[src/hw/rtl/eslfs_pkg.sv]
// package for the encoder synced line fire sequencer
// holds sequencer states, event codes, register indexes and defaults; no dependencies
`timescale 1ns / 1ps

package eslfs_pkg;

  localparam int LOST_DEPTH_DEF = 32;
  localparam logic [31:0] ALL_ONES = 32'hFFFF_FFFF;

  localparam logic [2:0] FUNC_START = 3'd0;
  localparam logic [2:0] FUNC_TICK  = 3'd1;
  localparam logic [2:0] FUNC_FIRE  = 3'd2;
  localparam logic [2:0] FUNC_CYCLE = 3'd3;
  localparam logic [2:0] FUNC_LOAD  = 3'd4;
  localparam logic [2:0] FUNC_READ  = 3'd5;

  localparam logic [1:0] REG_FIRST_TICK = 2'd0;
  localparam logic [1:0] REG_TPF        = 2'd1;
  localparam logic [1:0] REG_FPP        = 2'd2;

  localparam logic [31:0] FIRST_TICK_RST = 32'd0;
  localparam logic [15:0] TPF_RST        = 16'd1;
  localparam logic [15:0] FPP_RST        = 16'd1;

  localparam logic [5:0] DIV_LAST = 6'd32;

  typedef enum logic [3:0] {
    ST_IDLE,
    ST_EXEC,
    ST_DIV_A,
    ST_MUL_A,
    ST_DIV_B,
    ST_MUL_B,
    ST_LSET,
    ST_LOSS,
    ST_READ,
    ST_FIN
  } state_t;

endpackage

[src/hw/rtl/eslfs_if.sv]
// request and result channel interfaces for the line fire sequencer
// valid/ready handshake with payload; no dependencies
`timescale 1ns / 1ps

interface eslfs_in_if;
  logic               valid;
  logic               ready;
  logic [2:0]         func;
  logic signed [31:0] enc_position;
  logic [31:0]        loaded_line;
  logic [4:0]         lost_index;
  modport source (output valid, func, enc_position, loaded_line, lost_index, input ready);
  modport sink (input valid, func, enc_position, loaded_line, lost_index, output ready);
endinterface

interface eslfs_out_if;
  logic        valid;
  logic        ready;
  logic        stop_timer;
  logic        load_request;
  logic [31:0] load_line_number;
  logic        load_wait_fired;
  logic        load_error;
  logic        burst_started;
  logic        tick_ignored;
  logic [31:0] lost_total;
  logic [31:0] printed_total;
  logic [31:0] lost_entry;
  modport source (output valid, stop_timer, load_request, load_line_number, load_wait_fired,
                  load_error, burst_started, tick_ignored, lost_total, printed_total,
                  lost_entry, input ready);
  modport sink (input valid, stop_timer, load_request, load_line_number, load_wait_fired,
                load_error, burst_started, tick_ignored, lost_total, printed_total,
                lost_entry, output ready);
endinterface

[src/hw/rtl/encoder_synced_line_fire_sequencer.sv]
// flow: a request is accepted in idle and passes exec, read and finish into the result
// register; a forward-jump tick adds two serial divider runs, two multiply steps, a loss
// setup step and one lost-store write per skipped line (up to LOST_DEPTH)
// one request at a time; the result register lets the next request enter while a
// result is held. reset: rst_n synchronous active low; store entries are qualified
// by the lost count fill level, so no clearing pass is needed
`timescale 1ns / 1ps

module encoder_synced_line_fire_sequencer #(
  parameter int LOST_DEPTH = eslfs_pkg::LOST_DEPTH_DEF
) (
  input  logic        clk,
  input  logic        rst_n,
  eslfs_in_if.sink    in_ch,
  eslfs_out_if.source out_ch,
  input  logic        cfg_psel,
  input  logic        cfg_penable,
  input  logic        cfg_pwrite,
  input  logic [3:0]  cfg_paddr,
  input  logic [31:0] cfg_pwdata,
  output logic [31:0] cfg_prdata,
  output logic        cfg_pready
);

  localparam int AW = (LOST_DEPTH > 1) ? $clog2(LOST_DEPTH) : 1;

  eslfs_pkg::state_t state_r, state_nxt;

  // configuration
  logic [31:0] first_r;
  logic [15:0] tpf_r, fpp_r;
  logic [15:0] tpf_e, fpp_e;

  // sequencer state
  logic        armed_r, armed_nxt;
  logic [15:0] rem_fires_r, rem_fires_nxt;
  logic [31:0] expected_r, expected_nxt;
  logic [31:0] last_printed_r, last_printed_nxt;
  logic [31:0] lost_cnt_r, lost_cnt_nxt;
  logic [31:0] printed_r, printed_nxt;
  logic        pending_r, pending_nxt;
  logic [31:0] last_queued_r, last_queued_nxt;
  logic [31:0] last_loaded_r, last_loaded_nxt;
  logic [31:0] issued_r, issued_nxt;

  // request capture
  logic [2:0]  func_r;
  logic [31:0] enc_r, ldl_r;
  logic [4:0]  idx_r;

  // result flags
  logic        abort_r, abort_nxt;
  logic        lreq_r, lreq_nxt;
  logic [31:0] lline_r, lline_nxt;
  logic        lwait_r, lwait_nxt;
  logic        lerr_r, lerr_nxt;
  logic        burst_r, burst_nxt;
  logic        tign_r, tign_nxt;

  // divider, multiplier, loss loop
  logic [32:0] dvd_r, dvd_nxt;
  logic [15:0] rem_r, rem_nxt;
  logic [5:0]  cnt_r, cnt_nxt;
  logic        neg_r, neg_nxt;
  logic [31:0] dm_r, dm_nxt;
  logic [31:0] line_r, line_nxt;
  logic [31:0] next_r, next_nxt;
  logic [31:0] n_r, n_nxt;
  logic [31:0] k_r, k_nxt;

  logic [31:0] mem [LOST_DEPTH];
  logic [31:0] rd_q;
  logic        mem_we;

  // output register
  logic        out_valid_r;
  logic        out_abort_r, out_lreq_r, out_lwait_r, out_lerr_r, out_burst_r, out_tign_r;
  logic [31:0] out_lline_r, out_lost_r, out_printed_r, out_entry_r;

  logic        accept, ahead, out_free, loss_go;
  logic [32:0] d_ext, d_mag;
  logic [16:0] rem_sh;
  logic        ge;
  logic [31:0] q1;
  logic [31:0] mul_a;
  logic [15:0] mul_b;
  logic [47:0] prod;
  logic [31:0] start_l, j_off;
  logic        req_en, req_wait;
  logic [31:0] req_line;
  logic [32:0] lost_sum;
  logic [32:0] printed_sum;
  logic [31:0] entry;
  logic [31:0] idx_ext;

  assign tpf_e = (tpf_r == 16'd0) ? 16'd1 : tpf_r;
  assign fpp_e = (fpp_r == 16'd0) ? 16'd1 : fpp_r;

  assign accept   = in_ch.valid && in_ch.ready;
  assign out_free = !out_valid_r || out_ch.ready;
  assign ahead    = (func_r == eslfs_pkg::FUNC_TICK) && armed_r &&
                    ($signed(enc_r) > $signed(expected_r));

  assign d_ext   = {enc_r[31], enc_r} - {first_r[31], first_r};
  assign d_mag   = d_ext[32] ? (~d_ext + 33'd1) : d_ext;
  assign rem_sh  = {rem_r, dvd_r[32]};
  assign ge      = rem_sh >= {1'b0, tpf_e};
  // signed quotient plus one, truncated to 32 bits
  assign q1      = neg_r ? (~dvd_r[31:0] + 32'd2) : (dvd_r[31:0] + 32'd1);
  assign mul_a   = (state_r == eslfs_pkg::ST_MUL_A) ? q1 : dvd_r[31:0];
  assign mul_b   = (state_r == eslfs_pkg::ST_MUL_A) ? tpf_e : fpp_e;
  assign prod    = mul_a * mul_b;
  assign start_l = last_printed_r + 32'd1;
  assign j_off   = k_r - lost_cnt_r;
  assign loss_go = (k_r < 32'(LOST_DEPTH)) && (j_off < n_r);
  assign mem_we  = (state_r == eslfs_pkg::ST_LOSS) && loss_go;
  assign idx_ext = {27'd0, idx_r};
  assign entry   = ((idx_ext < 32'(LOST_DEPTH)) && (idx_ext < lost_cnt_r)) ? rd_q
                                                                          : eslfs_pkg::ALL_ONES;

  // next state
  always_comb begin
    state_nxt = state_r;
    unique case (state_r)
      eslfs_pkg::ST_IDLE:  if (in_ch.valid) state_nxt = eslfs_pkg::ST_EXEC;
      eslfs_pkg::ST_EXEC:  state_nxt = ahead ? eslfs_pkg::ST_DIV_A : eslfs_pkg::ST_READ;
      eslfs_pkg::ST_DIV_A: if (cnt_r == eslfs_pkg::DIV_LAST) state_nxt = eslfs_pkg::ST_MUL_A;
      eslfs_pkg::ST_MUL_A: state_nxt = eslfs_pkg::ST_DIV_B;
      eslfs_pkg::ST_DIV_B: if (cnt_r == eslfs_pkg::DIV_LAST) state_nxt = eslfs_pkg::ST_MUL_B;
      eslfs_pkg::ST_MUL_B: state_nxt = eslfs_pkg::ST_LSET;
      eslfs_pkg::ST_LSET:  state_nxt = eslfs_pkg::ST_LOSS;
      eslfs_pkg::ST_LOSS:  if (!loss_go) state_nxt = eslfs_pkg::ST_READ;
      eslfs_pkg::ST_READ:  state_nxt = eslfs_pkg::ST_FIN;
      eslfs_pkg::ST_FIN:   if (out_free) state_nxt = eslfs_pkg::ST_IDLE;
      default:             state_nxt = eslfs_pkg::ST_IDLE;
    endcase
  end

  assign in_ch.ready = (state_r == eslfs_pkg::ST_IDLE);

  // datapath
  always_comb begin
    armed_nxt        = armed_r;
    rem_fires_nxt    = rem_fires_r;
    expected_nxt     = expected_r;
    last_printed_nxt = last_printed_r;
    lost_cnt_nxt     = lost_cnt_r;
    printed_nxt      = printed_r;
    pending_nxt      = pending_r;
    last_queued_nxt  = last_queued_r;
    last_loaded_nxt  = last_loaded_r;
    issued_nxt       = issued_r;
    abort_nxt        = abort_r;
    lreq_nxt         = lreq_r;
    lline_nxt        = lline_r;
    lwait_nxt        = lwait_r;
    lerr_nxt         = lerr_r;
    burst_nxt        = burst_r;
    tign_nxt         = tign_r;
    dvd_nxt          = dvd_r;
    rem_nxt          = rem_r;
    cnt_nxt          = cnt_r;
    neg_nxt          = neg_r;
    dm_nxt           = dm_r;
    line_nxt         = line_r;
    next_nxt         = next_r;
    n_nxt            = n_r;
    k_nxt            = k_r;
    req_en           = 1'b0;
    req_wait         = 1'b0;
    req_line         = 32'd0;
    lost_sum         = {1'b0, lost_cnt_r} + {1'b0, n_r};
    printed_sum      = {1'b0, printed_r} + 33'd1;

    unique case (state_r)
      eslfs_pkg::ST_IDLE: begin
        if (accept) begin
          abort_nxt = 1'b0;
          lreq_nxt  = 1'b0;
          lline_nxt = 32'd0;
          lwait_nxt = 1'b0;
          lerr_nxt  = 1'b0;
          burst_nxt = 1'b0;
          tign_nxt  = 1'b0;
        end
      end
      eslfs_pkg::ST_EXEC: begin
        unique case (func_r)
          eslfs_pkg::FUNC_START: begin
            rem_fires_nxt    = 16'd0;
            expected_nxt     = first_r;
            last_printed_nxt = eslfs_pkg::ALL_ONES;
            lost_cnt_nxt     = 32'd0;
            printed_nxt      = 32'd0;
            pending_nxt      = 1'b0;
            armed_nxt        = 1'b1;
            req_en           = 1'b1;
          end
          eslfs_pkg::FUNC_TICK: begin
            if (!armed_r) begin
              tign_nxt = 1'b1;
            end else if ($signed(enc_r) < $signed(expected_r)) begin
              abort_nxt = 1'b1;
            end else if (ahead) begin
              abort_nxt = 1'b1;
              neg_nxt   = d_ext[32];
              dvd_nxt   = d_mag;
              rem_nxt   = 16'd0;
              cnt_nxt   = 6'd0;
            end else if (last_queued_r != last_loaded_r) begin
              abort_nxt = 1'b1;
            end else begin
              rem_fires_nxt = fpp_e;
              burst_nxt     = 1'b1;
              armed_nxt     = 1'b0;
            end
          end
          eslfs_pkg::FUNC_FIRE: begin
            issued_nxt = last_queued_r;
            req_en     = 1'b1;
            req_wait   = 1'b1;
            req_line   = last_queued_r + 32'd1;
          end
          eslfs_pkg::FUNC_CYCLE: begin
            last_printed_nxt = issued_r;
            printed_nxt      = printed_sum[32] ? eslfs_pkg::ALL_ONES : printed_sum[31:0];
            if (rem_fires_r > 16'd1) begin
              if (last_queued_r != last_loaded_r) begin
                abort_nxt     = 1'b1;
                rem_fires_nxt = 16'd0;
                armed_nxt     = 1'b1;
              end else begin
                rem_fires_nxt = rem_fires_r - 16'd1;
              end
            end else if (rem_fires_r == 16'd1) begin
              abort_nxt     = 1'b1;
              rem_fires_nxt = 16'd0;
              expected_nxt  = expected_r + {16'd0, tpf_e};
              armed_nxt     = 1'b1;
            end
          end
          eslfs_pkg::FUNC_LOAD: begin
            pending_nxt     = 1'b0;
            last_loaded_nxt = ldl_r;
          end
          default: ;
        endcase
      end
      eslfs_pkg::ST_DIV_A, eslfs_pkg::ST_DIV_B: begin
        rem_nxt = ge ? 16'(rem_sh - {1'b0, tpf_e}) : rem_sh[15:0];
        dvd_nxt = {dvd_r[31:0], ge};
        cnt_nxt = cnt_r + 6'd1;
      end
      eslfs_pkg::ST_MUL_A: begin
        // distance from the first tick to the next print position
        dm_nxt  = prod[31:0];
        dvd_nxt = {1'b0, prod[31:0]};
        rem_nxt = 16'd0;
        cnt_nxt = 6'd0;
      end
      eslfs_pkg::ST_MUL_B: begin
        line_nxt = prod[31:0];
        next_nxt = first_r + dm_r;
      end
      eslfs_pkg::ST_LSET: begin
        n_nxt = (line_r > start_l) ? (line_r - start_l) : 32'd0;
        k_nxt = lost_cnt_r;
      end
      eslfs_pkg::ST_LOSS: begin
        if (loss_go) begin
          k_nxt = k_r + 32'd1;
        end else begin
          lost_cnt_nxt = lost_sum[32] ? eslfs_pkg::ALL_ONES : lost_sum[31:0];
          req_en       = 1'b1;
          req_line     = line_r;
          expected_nxt = next_r;
          armed_nxt    = 1'b1;
        end
      end
      eslfs_pkg::ST_READ: ;
      eslfs_pkg::ST_FIN:  ;
      default: ;
    endcase

    // single-slot load pipeline
    if (req_en) begin
      if (pending_nxt) begin
        lerr_nxt = 1'b1;
      end else begin
        pending_nxt     = 1'b1;
        last_queued_nxt = req_line;
        lreq_nxt        = 1'b1;
        lline_nxt       = req_line;
        lwait_nxt       = req_wait;
      end
    end
  end

  always_ff @(posedge clk) begin
    if (!rst_n) begin
      state_r        <= eslfs_pkg::ST_IDLE;
      first_r        <= eslfs_pkg::FIRST_TICK_RST;
      tpf_r          <= eslfs_pkg::TPF_RST;
      fpp_r          <= eslfs_pkg::FPP_RST;
      armed_r        <= 1'b1;
      rem_fires_r    <= 16'd0;
      expected_r     <= 32'd0;
      last_printed_r <= eslfs_pkg::ALL_ONES;
      lost_cnt_r     <= 32'd0;
      printed_r      <= 32'd0;
      pending_r      <= 1'b0;
      last_queued_r  <= 32'd0;
      last_loaded_r  <= eslfs_pkg::ALL_ONES;
      issued_r       <= 32'd0;
      out_valid_r    <= 1'b0;
    end else begin
      state_r        <= state_nxt;
      armed_r        <= armed_nxt;
      rem_fires_r    <= rem_fires_nxt;
      expected_r     <= expected_nxt;
      last_printed_r <= last_printed_nxt;
      lost_cnt_r     <= lost_cnt_nxt;
      printed_r      <= printed_nxt;
      pending_r      <= pending_nxt;
      last_queued_r  <= last_queued_nxt;
      last_loaded_r  <= last_loaded_nxt;
      issued_r       <= issued_nxt;
      if (cfg_psel && cfg_penable && cfg_pwrite) begin
        unique case (cfg_paddr[3:2])
          eslfs_pkg::REG_FIRST_TICK: first_r <= cfg_pwdata;
          eslfs_pkg::REG_TPF:        tpf_r   <= cfg_pwdata[15:0];
          eslfs_pkg::REG_FPP:        fpp_r   <= cfg_pwdata[15:0];
          default: ;
        endcase
      end
      if (state_r == eslfs_pkg::ST_FIN && out_free) begin
        out_valid_r <= 1'b1;
      end else if (out_ch.ready) begin
        out_valid_r <= 1'b0;
      end
    end
  end

  // payload registers
  always_ff @(posedge clk) begin
    if (accept) begin
      func_r <= in_ch.func;
      enc_r  <= in_ch.enc_position;
      ldl_r  <= in_ch.loaded_line;
      idx_r  <= in_ch.lost_index;
    end
    abort_r <= abort_nxt;
    lreq_r  <= lreq_nxt;
    lline_r <= lline_nxt;
    lwait_r <= lwait_nxt;
    lerr_r  <= lerr_nxt;
    burst_r <= burst_nxt;
    tign_r  <= tign_nxt;
    dvd_r   <= dvd_nxt;
    rem_r   <= rem_nxt;
    cnt_r   <= cnt_nxt;
    neg_r   <= neg_nxt;
    dm_r    <= dm_nxt;
    line_r  <= line_nxt;
    next_r  <= next_nxt;
    n_r     <= n_nxt;
    k_r     <= k_nxt;
    if (state_r == eslfs_pkg::ST_FIN && out_free) begin
      out_abort_r   <= abort_r;
      out_lreq_r    <= lreq_r;
      out_lline_r   <= lline_r;
      out_lwait_r   <= lwait_r;
      out_lerr_r    <= lerr_r;
      out_burst_r   <= burst_r;
      out_tign_r    <= tign_r;
      out_lost_r    <= lost_cnt_r;
      out_printed_r <= printed_r;
      out_entry_r   <= entry;
    end
  end

  // lost line store, entries at or above the lost count read as all ones
  always_ff @(posedge clk) begin
    if (mem_we) begin
      mem[k_r[AW-1:0]] <= start_l + j_off;
    end
    rd_q <= mem[idx_ext[AW-1:0]];
  end

  always_comb begin
    unique case (cfg_paddr[3:2])
      eslfs_pkg::REG_FIRST_TICK: cfg_prdata = first_r;
      eslfs_pkg::REG_TPF:        cfg_prdata = {16'd0, tpf_r};
      eslfs_pkg::REG_FPP:        cfg_prdata = {16'd0, fpp_r};
      default:                   cfg_prdata = 32'd0;
    endcase
  end

  assign cfg_pready = 1'b1;

  assign out_ch.valid            = out_valid_r;
  assign out_ch.stop_timer       = out_abort_r;
  assign out_ch.load_request     = out_lreq_r;
  assign out_ch.load_line_number = out_lline_r;
  assign out_ch.load_wait_fired  = out_lwait_r;
  assign out_ch.load_error       = out_lerr_r;
  assign out_ch.burst_started    = out_burst_r;
  assign out_ch.tick_ignored     = out_tign_r;
  assign out_ch.lost_total       = out_lost_r;
  assign out_ch.printed_total    = out_printed_r;
  assign out_ch.lost_entry       = out_entry_r;

endmodule

[src/flat_wrapper.sv]
// flat-port wrapper written by rule: the top's interface ports become plain ports
module encoder_synced_line_fire_sequencer_flat 
#(
  parameter int LOST_DEPTH = eslfs_pkg::LOST_DEPTH_DEF
)
  (clk, rst_n, cfg_psel, cfg_penable, cfg_pwrite, cfg_paddr, cfg_pwdata, cfg_prdata, cfg_pready, in_ch_valid, in_ch_func, in_ch_enc_position, in_ch_loaded_line, in_ch_lost_index, in_ch_ready, out_ch_valid, out_ch_stop_timer, out_ch_load_request, out_ch_load_line_number, out_ch_load_wait_fired, out_ch_load_error, out_ch_burst_started, out_ch_tick_ignored, out_ch_lost_total, out_ch_printed_total, out_ch_lost_entry, out_ch_ready);
  eslfs_in_if in_ch_i ();
  eslfs_out_if out_ch_i ();
  input  logic clk;
  input  logic rst_n;
  input  logic cfg_psel;
  input  logic cfg_penable;
  input  logic cfg_pwrite;
  input  logic [3:0] cfg_paddr;
  input  logic [31:0] cfg_pwdata;
  output logic [31:0] cfg_prdata;
  output logic cfg_pready;
  input wire logic [$bits(in_ch_i.valid)-1:0] in_ch_valid;
  input wire logic [$bits(in_ch_i.func)-1:0] in_ch_func;
  input wire logic [$bits(in_ch_i.enc_position)-1:0] in_ch_enc_position;
  input wire logic [$bits(in_ch_i.loaded_line)-1:0] in_ch_loaded_line;
  input wire logic [$bits(in_ch_i.lost_index)-1:0] in_ch_lost_index;
  output wire logic [$bits(in_ch_i.ready)-1:0] in_ch_ready;
  output wire logic [$bits(out_ch_i.valid)-1:0] out_ch_valid;
  output wire logic [$bits(out_ch_i.stop_timer)-1:0] out_ch_stop_timer;
  output wire logic [$bits(out_ch_i.load_request)-1:0] out_ch_load_request;
  output wire logic [$bits(out_ch_i.load_line_number)-1:0] out_ch_load_line_number;
  output wire logic [$bits(out_ch_i.load_wait_fired)-1:0] out_ch_load_wait_fired;
  output wire logic [$bits(out_ch_i.load_error)-1:0] out_ch_load_error;
  output wire logic [$bits(out_ch_i.burst_started)-1:0] out_ch_burst_started;
  output wire logic [$bits(out_ch_i.tick_ignored)-1:0] out_ch_tick_ignored;
  output wire logic [$bits(out_ch_i.lost_total)-1:0] out_ch_lost_total;
  output wire logic [$bits(out_ch_i.printed_total)-1:0] out_ch_printed_total;
  output wire logic [$bits(out_ch_i.lost_entry)-1:0] out_ch_lost_entry;
  input wire logic [$bits(out_ch_i.ready)-1:0] out_ch_ready;
  assign in_ch_i.valid = in_ch_valid;
  assign in_ch_i.func = in_ch_func;
  assign in_ch_i.enc_position = in_ch_enc_position;
  assign in_ch_i.loaded_line = in_ch_loaded_line;
  assign in_ch_i.lost_index = in_ch_lost_index;
  assign in_ch_ready = in_ch_i.ready;
  assign out_ch_valid = out_ch_i.valid;
  assign out_ch_stop_timer = out_ch_i.stop_timer;
  assign out_ch_load_request = out_ch_i.load_request;
  assign out_ch_load_line_number = out_ch_i.load_line_number;
  assign out_ch_load_wait_fired = out_ch_i.load_wait_fired;
  assign out_ch_load_error = out_ch_i.load_error;
  assign out_ch_burst_started = out_ch_i.burst_started;
  assign out_ch_tick_ignored = out_ch_i.tick_ignored;
  assign out_ch_lost_total = out_ch_i.lost_total;
  assign out_ch_printed_total = out_ch_i.printed_total;
  assign out_ch_lost_entry = out_ch_i.lost_entry;
  assign out_ch_i.ready = out_ch_ready;
  encoder_synced_line_fire_sequencer #(.LOST_DEPTH(LOST_DEPTH)) u_core (.clk(clk), .rst_n(rst_n), .in_ch(in_ch_i), .out_ch(out_ch_i), .cfg_psel(cfg_psel), .cfg_penable(cfg_penable), .cfg_pwrite(cfg_pwrite), .cfg_paddr(cfg_paddr), .cfg_pwdata(cfg_pwdata), .cfg_prdata(cfg_prdata), .cfg_pready(cfg_pready));
endmodule
[config.mk]
export PLATFORM = sky130hd
export DESIGN_NAME = encoder_synced_line_fire_sequencer_flat
export DESIGN_NICKNAME = d
export VERILOG_FILES = /design/src/hw/rtl/eslfs_pkg.sv /design/src/hw/rtl/eslfs_if.sv /design/src/hw/rtl/encoder_synced_line_fire_sequencer.sv /design/src/flat_wrapper.sv
export SDC_FILE = /design/constraint.sdc
export NUM_CORES = 2
export LEC_CHECK = 0
export CAP_MARGIN = 20
export CORE_MARGIN = 2
export CORE_UTILIZATION = 60
export CTS_BUF_LIST = sky130_fd_sc_hd__clkbuf_4
export DETAILED_ROUTE_END_ITERATION = 8
export DONT_BUFFER_PORTS = 1
export GPL_TIMING_DRIVEN = 1
export PLACE_DENSITY = 0.76
export SKIP_CTS_REPAIR_TIMING = 1
export SYNTH_ARGS = -nofsm -noshare
export SYNTH_HDL_FRONTEND = slang
export SYNTH_SLANG_ARGS = --single-unit
[constraint.sdc]
create_clock -name clk -period 15.6 [get_ports clk]
set_input_delay 1.56 -clock clk [delete_from_list [all_inputs] [get_ports clk]]
set_output_delay 1.56 -clock clk [all_outputs]
set_load 0.05 [all_outputs]
# ---- After elaboration in Yosys (flattened, before gate mapping)
# Memories as Yosys holds them, arrays and structs flattened. A register that Yosys moved wholly into a read port is not among the register bits.
# Cells that the tools add are included.
dict set report classes {
  n_reduce_logical 44
  multipliers 1
  n_lt_le_gt_ge 9
  muxes 110
  n_eq_ne 46
  bitwise 4
  addsub 17
}
# cell count
set ops {}
lappend ops {{two-way mux 32 bit} 16}
lappend ops {{case mux 32 bit (2 select lines)} 7}
lappend ops {{two-way mux 16 bit} 15}
lappend ops {{two-way mux 33 bit} 5}
lappend ops {{adder 32 x 1 -> 32 bit, second input constant} 4}
lappend ops {{case mux 33 bit (3 select lines)} 1}
lappend ops {{case mux 16 bit (3 select lines)} 2}
lappend ops {{case mux 32 bit (3 select lines)} 1}
lappend ops {{adder 32 bit} 2}
lappend ops {{> comparator 32 bit} 2}
lappend ops {{< comparator 32 bit} 2}
lappend ops {{subtractor 32 bit} 2}
lappend ops {{two-way mux 1 bit} 44}
lappend ops {{case mux 4 bit (10 select lines)} 1}
lappend ops {{adder 32 x 1 -> 33 bit, second input constant} 1}
lappend ops {{adder 32 x 32 -> 33 bit} 1}
lappend ops {{adder 33 x 1 -> 33 bit, second input constant} 1}
lappend ops {{NOT 33 bit} 1}
lappend ops {{subtractor 32 x 32 -> 33 bit} 1}
lappend ops {{adder 32 x 16 -> 32 bit} 1}
lappend ops {{adder 32 x 2 -> 32 bit, second input constant} 1}
lappend ops {{zero test 16 bit} 2}
lappend ops {{< comparator 32 x 6 -> 1 bit, second input constant} 1}
lappend ops {{< comparator 5 x 32 -> 1 bit} 1}
lappend ops {{47 further kinds} 116}
dict set report word_totals {
  regBits 771
  n_memories 1
  word_cells 277
  inputBits 115
  mem_bits_rw 1024
}
# name words word_bits rd rd_clocked_by_memory_dff wr line
set memory_table {}
lappend memory_table {u_core.mem 32 32 1 1 1 encoder_synced_line_fire_sequencer.sv:71} ;# logic [31:0] mem [LOST_DEPTH];

# ---- Longest topological paths before layout
dict set report depth {
  word_depth 9
  depth_mapped 38
  ltp_nobuf 33
}

# ---- Worst setup path before layout
# No wires, ideal clock.
dict set report synth_path {
  path_kind {input port to flip-flop}
  start {input out_ch_ready}
  end {register u_core.out_burst_r (netlist: u_core.out_ch.burst_started) (enable)}
  setup_slack_ns 4.145
  arrival_time_ns 10.663
  stages 2
  setup_time_ns 0.791
  path_cell_list {nor2b_1 nor3_1}
}
dict set report synth_via {
  elab_chain_len 2
}
# item line
set synth_lines {}
lappend synth_lines {{start: declaration} flat_wrapper.sv:35} ;# input wire logic [$bits(out_ch_i.ready)-1:0] out_ch_ready;
lappend synth_lines {{logical OR 1 bit} encoder_synced_line_fire_sequencer.sv:100} ;# assign out_free = !out_valid_r || out_ch.ready;
lappend synth_lines {{logical AND 1 bit} encoder_synced_line_fire_sequencer.sv:368} ;# if (state_r == eslfs_pkg::ST_FIN && out_free) begin
lappend synth_lines {{end signal: assignment} encoder_synced_line_fire_sequencer.sv:374} ;# out_burst_r <= burst_r;
lappend synth_lines {{end: declaration} encoder_synced_line_fire_sequencer.sv:77} ;# logic out_abort_r, out_lreq_r, out_lwait_r, out_lerr_r, out_burst_r, out_tign_r;
# No other way between the ends.
# A chain may end at the register's enable or synchronous reset.

# ---- Worst setup path after layout
dict set report layout_path {
  start {register u_core.dvd_r[0]}
  end {register u_core.dvd_r[30] (data pin)}
}
dict set report layout_via {
  elab_chain_len 6
  elab_cells_between_ends 7
}
# item line
set layout_lines {}
lappend layout_lines {{start: declaration} encoder_synced_line_fire_sequencer.sv:61} ;# logic [32:0] dvd_r, dvd_nxt;
lappend layout_lines {{start signal: assignment} encoder_synced_line_fire_sequencer.sv:359} ;# dvd_r <= dvd_nxt;
lappend layout_lines {{NOT 32 bit} encoder_synced_line_fire_sequencer.sv:109} ;# assign q1 = neg_r ? (~dvd_r[31:0] + 32'd2) : (dvd_r[31:0] + 32'd1);
lappend layout_lines {{adder 32 x 2 -> 32 bit} encoder_synced_line_fire_sequencer.sv:109}
lappend layout_lines {{two-way mux 32 bit} encoder_synced_line_fire_sequencer.sv:109}
lappend layout_lines {{two-way mux 32 bit *} encoder_synced_line_fire_sequencer.sv:110} ;# assign mul_a = (state_r == eslfs_pkg::ST_MUL_A) ? q1 : dvd_r[31:0];
lappend layout_lines {{multiplier 32 x 16 -> 32 bit *} encoder_synced_line_fire_sequencer.sv:112} ;# assign prod = mul_a * mul_b;
lappend layout_lines {{via u_core.prod[30]} encoder_synced_line_fire_sequencer.sv:87} ;# logic [47:0] prod;
lappend layout_lines {{case mux 33 bit (3 select lines) *} encoder_synced_line_fire_sequencer.sv:175} ;# unique case (state_r)
lappend layout_lines {{via u_core.dvd_nxt[30]} encoder_synced_line_fire_sequencer.sv:61}
# Mark *: on every way through the listed nets, which the timed path passes. The rest lies on a longest branch.

==> run metrics <==
status complete, no violations; Hold Path Sink u_core.enc_r[0]; worst stage delay on the critical path approximately 900 ps; CTS max path bufs 4; Worst Path Required roughly 17,000 ps; via/cell ratio 6.20; top cells by area, synth edfxtp_1, dfxtp_1, mux4_2, fa_1, ha_1; warnings from Yosys 0; worst r2r src u_core.dvd_r[0]; Yosys top cell by area edfxtp_1; Core Util, Final between 60 and 70%; die height approximately 400 um; CP Launch Type flip-flop; Max IR drop VDD approximately 0.00025 V; RSZ-0062 raised after global routing false; Top Family by Delay on Critical Path adder cells; Mapped Cells roughly 7,900; CTS Sinks ~1,800; Worst slew margin between 10 and 15%; clk_lat worst skew 1470 ps; CP max-delay cell xor2_1; core area between 0.15 and 0.2 mm^2; r2r setup slk around 5600 ps; Die Wd 405 um; Mean Syn Cell Area about 12 um^2; H-tree level count 5; Largest register FFs 1,024; DRC 0; period utilisation layout 63.9%; Routed Antenna Nets 0; Layout Cells excl Fill ~11,000; WP buf/inv 3; commonest non-fill, non-tap cell in the layout edfxtp_1; Clk pin slew, worst setup/hold paths ~80 ps; Final Max Tran Viols 0; clock root buffer clkbuf_4; final setup margin around 5600 ps; sequential area share after synthesis a little over half; port bufs 0; library cells used by synthesis 98; total clock buffers created by CTS 460; Rows between 100 and 150; hold path depth 0; Iteration-0 DRC Markers about 7,000; Post-layout nets ~9,000; Power Total between 15 and 20 mW; CP max FO 10; reg2reg path depth 29; most frequent cells in the layout edfxtp_1, nand2_1, clkbuf_4; post-detail-place hpwl 189 mm; hold violation total from the final report 0; Area Growth Syn to Fin 9.50%; Period minus WS final roughly 10000 ps; Routed wire per std cell ~26 um; dominant synthesized flop cell edfxtp_1; EDFF count, synth 1,449; CP Capture Type flip-flop; FMAX 100 MHz; share of the synthesized area in the top cell type a little under half; detailed-route via count 66,600; final setup vio count 0; Clock Skew approximately 170 ps; Cell Pwr Density between 100 and 150 mW/mm^2; Initial Util 60.3%; GRT Total Usage ~34%; first-pass GRT wire length 408 mm; worst slack, placed between 5000 and 6000 ps; initial antenna violation count 7; hold path start in_ch_enc_position[0]; worst hold path type input pin to flip-flop; CP arrival around 11,000 ps; TritonCTS clock tree done; Reg-to-Reg End u_core.dvd_r[30]; async set-reset flop share out of synthesis 0%; synthesized cell area 0.0965 mm^2; vias in the first global route 65,800; Die Area 0.164 mm^2; Yosys reg bits roughly 1,800; final WL 274 mm; Max Cap Violations 0; routability cong. approximately 0.97; Mapped Nets between 8,000 and 9,000; Worst Path Class, Setup flip-flop to flip-flop; measured slew at the worst slew-check pin about 1300 ps; largest net degree at the start of global routing between 100 and 150; Leak 38.4 nW; IO Count between 200 and 300; most used cell, CP fa_1; router iterations before antenna repair 8; total grt overflow 0; setup_tns 0 ps; layout cells sized above 1 16.1%; Placed Instances approximately 10,000
==> per-stage QoR <==
stage               area [um^2]  hold WS [ps]
finish                   106000           191
global route             106000          67.6
detailed placement        99700           418
floorplan                 96500           400
global placement          99600           420
CTS                      106000          50.5
==> report_power, final <==
group | switching (mW) | leakage [nW] | internal (mW)
registers | 0.237 | 16.1 | 6.82
logic | 3.03 | 18.8 | 1.43
clock network | 1.96 | 3.48 | 2.07
==> synthesized netlist by cell type, drive strengths merged, types with 20 or more instances <==
| cell | number |
|---|---|
| inv | 608 |
| o211ai | 39 |
| a21oi | 406 |
| a31oi | 37 |
| a31o | 20 |
| nor4 | 49 |
| a211oi | 71 |
| and2 | 59 |
| nand3 | 195 |
| edfxtp | 1449 |
| nand2b | 83 |
| nor3 | 123 |
| nor2b | 57 |
| or3 | 36 |
| o21bai | 24 |
| fa | 312 |
| a21o | 128 |
| o22ai | 41 |
| mux2 | 33 |
| dfxtp | 378 |
| nand4 | 62 |
| and3 | 77 |
| mux2i | 35 |
| a22oi | 76 |
| o21ai | 369 |
| nor2 | 514 |
| o21a | 47 |
| xnor2 | 289 |
| nand2 | 887 |
| xor2 | 132 |
| ha | 366 |
| buf | 52 |
| clkbuf | 325 |
| o31ai | 22 |
| mux4 | 320 |
==> worst register-to-register path: cells and delay by family (launching register included) <==
kind                       cells  cell delay, ps
AOI/OAI and AO/OA             12            2650
xor gates and xnor gates       2            1680
adders and majority gates      8            3730
buffers and inverters          3             150
DFF                            1             570
and+or+nand+nor                4            1040
==> routing by layer <==
metal	GRT usage, %	share of wire, %	up-vias
li1	-	-	29600
met1	44.0	38	32900
met2	53.3	47	3440
met3	6.62	8.9	671
met4	17.7	5.6	2
met5	0	0.0044	-
==> area by class of cell <==
| class | count | area (um^2) |
|---|---|---|
| diodes | 12 | 30.0 |
| inverters | 609 | 2290 |
| well taps | 2160 | 2700 |
| repair buffers | 160 | 1340 |
| clock buffers | 686 | 5150 |
| clock inverters | 151 | 708 |
| fillers | 11600 | 54500 |
| multi-input cells | 5135 | 42400 |
| flip-flops and latches | 1827 | 51100 |
==> worst max-delay path by stage <==
stage,from,end,cells after the start
after floorplan,out_ch_ready,u_core.out_ch.burst_started,2
after global placement,u_core.state_r[0],u_core.dvd_r[30],28
after detailed placement,u_core.state_r[0],u_core.dvd_r[30],28
after CTS,u_core.dvd_r[0],u_core.dvd_r[30],29
after global routing,u_core.state_r[0],u_core.dvd_r[30],28
final,u_core.dvd_r[0],u_core.dvd_r[30],29
==> logic make-up after synthesis <==
group	after synthesis	share of synthesized area, %
simple gates	2222	10.6
compound gates	1417	9.17
flops	1827	52.9
buf+inv	986	3.89
mux	388	8.21
fa+ha+maj	679	11.2
xor+xnor	428	3.98
other cells	1	0.00388
Power figures use the tool's default switching activity.
